$ cat src/rtl/goi_pkg.sv
// Shared types, codes and constants of the grid obstacle inflation block.
package goi_pkg;

  // default sizing
  localparam int DEF_MAX_DIM  = 128;
  localparam int DEF_MAX_HALF = 15;

  // port field widths
  localparam int CFG_IDX_W  = 3;
  localparam int CFG_DATA_W = 8;
  localparam int MODE_W     = 2;
  localparam int CELL_W     = 8;
  localparam int COST_W     = 8;

  // register indexes
  localparam logic [CFG_IDX_W-1:0] REG_GRID_WIDTH   = 3'd0;
  localparam logic [CFG_IDX_W-1:0] REG_GRID_HEIGHT  = 3'd1;
  localparam logic [CFG_IDX_W-1:0] REG_HALF_WIDTH   = 3'd2;
  localparam logic [CFG_IDX_W-1:0] REG_HALF_HEIGHT  = 3'd3;
  localparam logic [CFG_IDX_W-1:0] REG_OBSTACLE     = 3'd4;
  localparam logic [CFG_IDX_W-1:0] REG_FREE         = 3'd5;

  // register reset values
  localparam logic [7:0] RST_GRID_WIDTH  = 8'd128;
  localparam logic [7:0] RST_GRID_HEIGHT = 8'd128;
  localparam logic [3:0] RST_HALF_WIDTH  = 4'd5;
  localparam logic [3:0] RST_HALF_HEIGHT = 4'd5;
  localparam logic [7:0] RST_OBSTACLE    = 8'd150;
  localparam logic [7:0] RST_FREE        = 8'd0;

  // item kinds
  localparam logic [MODE_W-1:0] MODE_START  = 2'd0;
  localparam logic [MODE_W-1:0] MODE_LOAD   = 2'd1;
  localparam logic [MODE_W-1:0] MODE_READ   = 2'd2;
  localparam logic [MODE_W-1:0] MODE_UNUSED = 2'd3;

  // cost codes
  localparam logic signed [COST_W-1:0] COST_LETHAL  = 8'sd100;
  localparam logic signed [COST_W-1:0] COST_FREE    = 8'sd0;
  localparam logic signed [COST_W-1:0] COST_UNKNOWN = -8'sd1;

  typedef struct packed {
    logic accept;       // latch incoming cell byte
    logic start_map;    // rewind positions, restart clear sweep
    logic clr_step;     // clear one lethal mark
    logic load_commit;  // write free mark, advance load position
    logic div_start;    // split load position into x and y
    logic setup;        // box limits
    logic base;         // first address of the box
    logic mark_step;    // mark one lethal cell
    logic rd_issue;     // read both mark stores
    logic out_load;     // fill the output register
  } cmd_t;

  typedef struct packed {
    logic clr_last;
    logic load_ok;
    logic is_obst;
    logic div_done;
    logic mark_last;
    logic rd_ok;
    logic out_free;
  } sts_t;

endpackage

$ cat src/rtl/goi_ctrl.sv
// Controller: sequences clear sweeps, cell loads, box marking and cost reads.
module goi_ctrl
  import goi_pkg::*;
(
  input  logic              clk,
  input  logic              rst_n,
  input  logic              in_tvalid,
  input  logic [MODE_W-1:0] mode,
  output logic              in_tready,
  input  sts_t              sts,
  output cmd_t              cmd
);

  typedef enum logic [3:0] {
    S_CLEAR,
    S_IDLE,
    S_LOAD,
    S_DIV,
    S_SETUP,
    S_BASE,
    S_MARK,
    S_RD_WAIT,
    S_RD_DATA
  } state_t;

  state_t state_r, state_nxt;
  logic   in_tready_r;
  logic   accept;

  assign accept    = in_tvalid && in_tready_r;
  assign in_tready = in_tready_r;

  always_comb begin
    state_nxt = state_r;
    cmd       = '0;
    case (state_r)
      S_CLEAR: begin
        cmd.clr_step = 1'b1;
        if (sts.clr_last) begin
          state_nxt = S_IDLE;
        end
      end
      S_IDLE: begin
        if (accept) begin
          cmd.accept = 1'b1;
          case (mode)
            MODE_START: begin
              cmd.start_map = 1'b1;
              state_nxt     = S_CLEAR;
            end
            MODE_LOAD: state_nxt = S_LOAD;
            MODE_READ: state_nxt = S_RD_WAIT;
            default: ;
          endcase
        end
      end
      S_LOAD: begin
        if (!sts.load_ok) begin
          state_nxt = S_IDLE;
        end else begin
          cmd.load_commit = 1'b1;
          if (sts.is_obst) begin
            cmd.div_start = 1'b1;
            state_nxt     = S_DIV;
          end else begin
            state_nxt = S_IDLE;
          end
        end
      end
      S_DIV: begin
        if (sts.div_done) begin
          state_nxt = S_SETUP;
        end
      end
      S_SETUP: begin
        cmd.setup = 1'b1;
        state_nxt = S_BASE;
      end
      S_BASE: begin
        cmd.base  = 1'b1;
        state_nxt = S_MARK;
      end
      S_MARK: begin
        cmd.mark_step = 1'b1;
        if (sts.mark_last) begin
          state_nxt = S_IDLE;
        end
      end
      S_RD_WAIT: begin
        if (!sts.rd_ok) begin
          state_nxt = S_IDLE;
        end else if (sts.out_free) begin
          cmd.rd_issue = 1'b1;
          state_nxt    = S_RD_DATA;
        end
      end
      S_RD_DATA: begin
        cmd.out_load = 1'b1;
        state_nxt    = S_IDLE;
      end
      default: state_nxt = S_IDLE;
    endcase
  end

  always_ff @(posedge clk) begin
    if (!rst_n) begin
      state_r     <= S_CLEAR;
      in_tready_r <= 1'b0;
    end else begin
      state_r     <= state_nxt;
      in_tready_r <= state_nxt == S_IDLE;
    end
  end

endmodule

$ cat config.mk
export PLATFORM = sky130hd
export DESIGN_NAME = goi_ctrl
export DESIGN_NICKNAME = d
export VERILOG_FILES = /design/src/rtl/goi_pkg.sv /design/src/rtl/goi_ctrl.sv
export SDC_FILE = /design/constraint.sdc
export NUM_CORES = 1
export LEC_CHECK = 0
export BUFFER_PORTS_ARGS = -buffer_cell sky130_fd_sc_hd__buf_2
export CAP_MARGIN = 10
export CORE_MARGIN = 2
export CORE_UTILIZATION = 35
export DETAILED_ROUTE_END_ITERATION = 16
export SETUP_SLACK_MARGIN = 0.4
export SLEW_MARGIN = 0
export SYNTH_ARGS = -nofsm -noshare
export SYNTH_HDL_FRONTEND = slang
export SYNTH_SLANG_ARGS = --single-unit
$ cat constraint.sdc
create_clock -name clk -period 2 [get_ports clk]
set_input_delay 0.4 -clock clk [delete_from_list [all_inputs] [get_ports clk]]
set_output_delay 0.4 -clock clk [all_outputs]
set_load 0.02 [all_outputs]
==> results of run 1 <==
## cells by family after synthesis
| family | Yosys count | synth area share [%] |
|---|---|---|
| AO/OA/AOI/OAI | 9 | 15.4 |
| AND/OR/NAND/NOR | 31 | 47.6 |
| flip-flops | 5 | 21.3 |
| adder cells (fa/ha/maj) | 3 | 7.98 |
| buffers and inverters | 7 | 7.71 |
## how the worst min path moves through the flow
stage / depth (start not counted) / slack (ps) / from / endpoint
floorplan: 1 / 520 / rst_n / state_r[1]
global placement: 2 / 680 / rst_n / state_r[3]
detailed placement: 2 / 680 / rst_n / state_r[3]
CTS: 2 / 420 / rst_n / state_r[1]
global route: 2 / 450 / rst_n / state_r[1]
finish: 2 / 430 / rst_n / state_r[1]
## per-layer routing
| metal | up-vias | GRT usage (%) | routed length (µm) |
|---|---|---|---|
| li1 | 270 | - | - |
| met1 | 237 | 18.1 | 501 |
| met2 | 9 | 29.0 | 628 |
| met3 | 2 | 1.63 | 44 |
| met4 | 0 | 10.0 | 8 |
| met5 | - | 0 | 0 |
## worst reg2reg max path, cell delays in order, from the launching register on
cell     delay [ps]
dfxtp_4         340
buf_4           160
and2b_1         210
and4_4          150
buf_4           120
a311o_1         350
nor4b_2         240
## metrics by stage
step | power [µW] | instance area [µm²] | setup slack (ps)
final | 350 | 734 | 273
after global routing | 368 | 734 | 237
after CTS | 352 | 696 | 191
after detailed placement | 209 | 583 | 260
after global placement | 208 | 583 | 288
after floorplan | 185 | 475 | 398
## flip-flops by register name, indices dropped and copies added, names as in the netlist
register	count
state_r	4
in_tready	1
## layout make-up
cell class                      count  area, µm²  share of cell area, %
Timing Repair Buffer               29        194                   26.4
Tap cell                           15       18.8                   2.56
Sequential cell                     5        114                   15.5
Inverter                            4       15.0                   2.04
Clock buffer                        4       26.3                   3.58
Multi-Input combinational cell     43        367                   49.9
## what timing repair did
action	in CTS	in global routing
pin swaps	3	5
gates resized for setup	15	10
setup endpoints to repair	11	13
setup buffers	6	1
## power by group through the flow
stage          clock (µW)  combinational, µW  sequential, µW
2_1_floorplan           0               63.3             121
6_report              115                121             114
5_1_grt               122                130             115
3_5_place_dp            0               82.5             126
3_3_place_gp            0               81.8             126
4_1_cts               118                119             115
## cell usage in the layout (no fill, tap or decap), types with 2 or more instances in the layout
cell type  instances
clkbuf_4           3
nor2_1             2
nand2b_1           3
dfxtp_2            2
buf_6              5
a21oi_1            2
nor2_4             2
buf_4              7
inv_1              3
dfxtp_4            3
and3_1             2
ha_1               3
nor3_1             2
a311o_1            2
buf_2             17
and3b_1            2
nand4b_1           2
and2_1             2
==> impl_metrics.py, run 1 <==
metrics = {
    "outcome": {
        "status": "finished, final reports clean",
    },
    "drt": {
        "avgViaCountPerCell": 5.18,
        "vias": 518,
        "drc": 0,
        "wl_per_cell_um": 11.8,
        "drt-total-wl_um": 1180,
        "firstDrtPassIters": 4,
        "dr.first_iter.drc_count": 5,
        "antenna_left": 0,
    },
    "critical_path": {
        "crit_start": "state_r[0]",
        "regToRegEndpoint": "in_tready",
        "cp_max_fo": 3,
        "cp_top_family": "simple AND/OR/NAND/NOR gates",
        "critPathCaptureType": "output port",
        "path_buf_inv": 1,
        "critPathCapture": "cmd[8]",
        "reg2reg_from": "state_r[0]",
        "slowest_delay_ps": 340,
        "r2r_cells": 6,
        "path_cells": "or2b_4 -> nor4_4 -> and2_4 -> buf_6",
        "crit_arrival_ps": 1330,
        "r2r_slack_ps": 340,
        "worstSetupPathDepth": 4,
        "critPathKind": "reg -> out",
        "startpoint_type": "flip-flop",
        "critical_path.slowest_cell": "dfxtp_4",
        "cp.required_ps": 1600,
    },
    "timing": {
        "setup_violations": 0,
        "fin_skew_ps": 5.83,
        "post-route-period-util_pct": 86.3,
        "max_slew_margin_pct": 80.7,
        "fmax_mhz": 579,
        "setup_tns_ps": 0,
        "slew_viol_final": 0,
        "rsz0062_at_grt": "true",
        "finalCriticalPeriod_ps": 1730,
        "worst_pin_slew_ps": 286,
        "whs_ps": 432,
        "hold_viol_final": 0,
    },
    "clock_tree": {
        "numCtsBuffers": 3,
        "cts_sinks": 5,
        "ctsLongestPathBuffers": 2,
        "cts_hold_buf": 0,
        "path_clk_slew_ps": 50,
        "clk_latency_ps": 240,
        "htreeDepth": 1,
        "cts_tree": "built",
        "root_buffer": "clkbuf_4",
    },
    "floorplan": {
        "core_area_mm2": 0.00128,
        "ios": 23,
        "initial_core_util_pct": 36.6,
        "die_y_um": 40.7,
        "rows": 13,
        "die_x_um": 40.7,
        "die_area_mm2": 0.00165,
    },
    "finish": {
        "syn2layout_area_growth_pct": 56.1,
        "layout.nets": 101,
        "drive_gt1_share_pct": 56.5,
        "insertedDiodeCount": 0,
        "nFillCells": 120,
        "final_core_util_pct": 57.2,
        "fin_cells": 100,
    },
    "power_and_ir_drop": {
        "combPwrFrac_pct": 34.5,
        "peakVddDrop_v": 0.000344,
        "power.density_mw_per_mm2": 477,
        "seqPwrFrac_pct": 32.7,
        "intPower_uw": 244,
        "switching_share_pct": 30.4,
        "p_sw_uw": 106,
        "leakagePower_uw": 0.000355,
        "pwr-share-clk_pct": 32.8,
    },
    "place": {
        "place.detailed.hpwl_um": 838,
        "io_buffers": 22,
        "gp_congestion": 0.777,
        "dp.cells": 89,
    },
    "synthesis": {
        "post-synth-top-area-cell": "dfxtp_1",
        "synth_most_common_cell": "dfxtp_1",
        "ys.flop_type": "dfxtp_1",
        "syn_area_um2": 470,
        "ys_types": 30,
        "synthTopCellsByArea": "dfxtp_1, ha_1, nor4_4",
        "syn_nets": 70,
        "ys_seq_area_share_pct": 21.3,
        "synthTopCellsByCount": "dfxtp_1, inv_1, nor2_1",
        "synth_top_area_share_pct": 21.3,
        "synthArstFlopShare_pct": 0,
        "postSynthAreaPerCell_um2": 8.55,
        "ys_ff_latch": 5,
        "synth_cells": 55,
        "synth-edff-count": 0,
        "yosys_warnings": 0,
    },
    "global_route": {
        "gr-total-overflow": 0,
        "grt_pass1_wl_um": 1740,
        "grt_use_total_pct": 16.2,
        "grt_start_max_net_pins": 16,
        "antenna_found_initial": 0,
        "grt_pass1_vias": 435,
    },
    "worst_hold_path": {
        "hold_class": "in -> reg",
    },
    "run": {
        "drv_cap": 0,
    },
}
Note: power is estimated with default switching activity, not from simulation.
==> run 2, diff against run 1 <==
--- a/config.mk
+++ b/config.mk
@@ -5,6 +5,7 @@
 export SDC_FILE = /design/constraint.sdc
 export NUM_CORES = 1
 export LEC_CHECK = 0
+export ABC_AREA = 1
 export BUFFER_PORTS_ARGS = -buffer_cell sky130_fd_sc_hd__buf_2
 export CAP_MARGIN = 10
 export CORE_MARGIN = 2
==> run 2 against run 1 <==
Compared with the run above:
- global-route usage decreased by 1.8 points
- routed wire length increased by 3.7%
- sequential cell count unchanged
- final cell count increased by 36%
- largest cell class unchanged
- worst hold slack got worse by 27 ps
- cell area increased by 3.7%
- die area increased by 12%
==> impl_metrics.py, run 2 <==
metrics = {
    "outcome": {
        "status": "finished, final reports clean",
    },
    "run": {
        "drv_cap": 0,
    },
    "power_and_ir_drop": {
        "seqPwrFrac_pct": 34.2,
        "intPower_uw": 234,
        "p_sw_uw": 132,
        "pwr-share-clk_pct": 31.3,
        "switching_share_pct": 36.1,
        "combPwrFrac_pct": 34.5,
        "leakagePower_uw": 0.000474,
        "peakVddDrop_v": 0.000287,
        "power.density_mw_per_mm2": 481,
    },
    "finish": {
        "final_common_cell": "buf_2",
        "nFillCells": 164,
        "largest_reg_flops": 4,
        "top_register": "state_r",
        "final_core_util_pct": 51.8,
        "drive_gt1_share_pct": 45.0,
        "syn2layout_area_growth_pct": 43.0,
        "layout_common_cells": "buf_2, nand2_1, inv_1",
        "layout.nets": 136,
        "insertedDiodeCount": 0,
    },
    "synthesis": {
        "synth_top_area_share_pct": 18.8,
        "postSynthAreaPerCell_um2": 5.86,
        "synthArstFlopShare_pct": 0,
        "synth_most_common_cell": "nand2_1",
        "ys.flop_type": "dfxtp_1",
        "synth-edff-count": 0,
        "ys_seq_area_share_pct": 18.8,
        "syn_nets": 106,
        "yosys_warnings": 0,
        "synthTopCellsByArea": "dfxtp_1, nand2_1, inv_1",
        "ys_types": 16,
        "post-synth-top-area-cell": "dfxtp_1",
        "syn_area_um2": 533,
        "synth_cells": 91,
        "ys_ff_latch": 5,
        "synthTopCellsByCount": "nand2_1, inv_1, nand3_1, nor2_1, nor2_2",
    },
    "timing": {
        "slew_viol_final": 0,
        "max_slew_margin_pct": 90.2,
        "setup_tns_ps": 0,
        "fmax_mhz": 646,
        "setup_violations": 0,
        "post-route-period-util_pct": 77.4,
        "hold_viol_final": 0,
        "finalCriticalPeriod_ps": 1550,
        "fin_skew_ps": 2.86,
        "worst_pin_slew_ps": 146,
        "rsz0062_at_grt": "true",
    },
    "global_route": {
        "grt_pass1_wl_um": 2020,
        "grt_use_total_pct": 14.4,
        "grt_start_max_net_pins": 9,
        "grt_pass1_vias": 529,
        "grtUsageMet3_pct": 2.55,
        "gr-total-overflow": 0,
        "antenna_found_initial": 0,
        "met2_usage_pct": 23.6,
        "grtUsageMet1_pct": 17.7,
        "grt.busiest_layer": "met2",
    },
    "place": {
        "io_buffers": 22,
        "place.detailed.hpwl_um": 993,
        "gp_congestion": 0.801,
    },
    "drt": {
        "antenna_left": 0,
        "drc": 0,
        "firstDrtPassIters": 2,
        "dr.first_iter.drc_count": 7,
        "avgViaCountPerCell": 4.47,
        "vias": 608,
        "drt-total-wl_um": 1230,
        "wl_per_cell_um": 9.01,
    },
    "floorplan": {
        "core_area_mm2": 0.00147,
        "initial_core_util_pct": 36.2,
        "die_y_um": 43.0,
        "ios": 23,
        "rows": 14,
        "die_x_um": 43.0,
        "die_area_mm2": 0.00185,
    },
    "worst_hold_path": {
        "hold_class": "in -> reg",
    },
    "critical_path": {
        "critPathCaptureType": "output port",
        "critPathKind": "reg -> out",
        "startpoint_type": "flip-flop",
        "cp_max_fo": 4,
        "crit_arrival_ps": 1150,
        "cp.required_ps": 1600,
    },
    "clock_tree": {
        "cts_sinks": 5,
        "ctsLongestPathBuffers": 2,
        "numCtsBuffers": 3,
        "clk_latency_ps": 240,
        "htreeDepth": 1,
        "cts_hold_buf": 0,
        "path_clk_slew_ps": 40,
        "root_buffer": "clkbuf_4",
        "cts_tree": "built",
    },
}
==> run 2: worst max-delay path, stage by stage, from the launching register on <==
cell	delay, ps
dfxtp_4	370
inv_4	70
nand2_2	70
nor2_4	140
nand3_2	100
inv_2	60
buf_6	100
==> run 2: power by group through the flow <==
stage / sequential (µW) / combinational (µW) / clock [µW]
after floorplan: 121 / 94.1 / 0
after global placement: 124 / 121 / 0
after detailed placement: 124 / 122 / 0
after CTS: 124 / 123 / 119
after global routing: 127 / 143 / 129
final: 125 / 126 / 115
==> run 2: per-stage QoR <==
step           instance area, µm²  std cells  hold slack, ps  setup slack, ps  total power [µW]
5_1_grt                       762        136             440              377               399
3_3_place_gp                  652        128             639              533               245
2_1_floorplan                 533         91             532              547               216
4_1_cts                       702        134             388              362               366
6_report                      762        136             405              452               366
3_5_place_dp                  652        128             642              495               246
==> run 2: final timing paths <==
path               from         end  slack, ps  cells past startpoint
max reg2reg  state_r[3]   in_tready        800                      9
max          state_r[3]      cmd[1]        450                      6
min reg2reg  state_r[1]  state_r[3]        730                      5
min               rst_n  state_r[0]        400                      3
==> run 2: layer usage <==
layer  wire length [µm]  part of all wire, %
met1                527                   43
met2                631                   51
met3                 48                  3.9
met4                 19                  1.5
met5                  0                    0
==> run 2: area by class of cell <==
type                    count  area [µm²]  area share (%)
multi-input cells          64         370            48.6
well taps                  16        20.0            2.63
flip-flops and latches      5         113            14.8
clock buffers               4        26.3            3.45
inverters                  21        81.3            10.7
repair buffers             26         151            19.9
==> run 2: what timing repair did <==
item | 4_1_cts | 5_1_grt
setup endpoints to repair | 5 | 9
cloned | 0 | 0
pin swaps | 0 | 2
buffers inserted | 2 | 2
gates resized for setup | 4 | 15
==> run 2: kinds of logic (layout without fill, tap and decap cells) <==
group	Yosys count	in the layout	synth area share (%)
buffers and inverters	22	51	16.9
adder cells (fa/ha/maj)	3	3	7.04
AND/OR/NAND/NOR	59	59	55.4
flip-flops	5	5	18.8
AO/OA/AOI/OAI	2	2	1.88
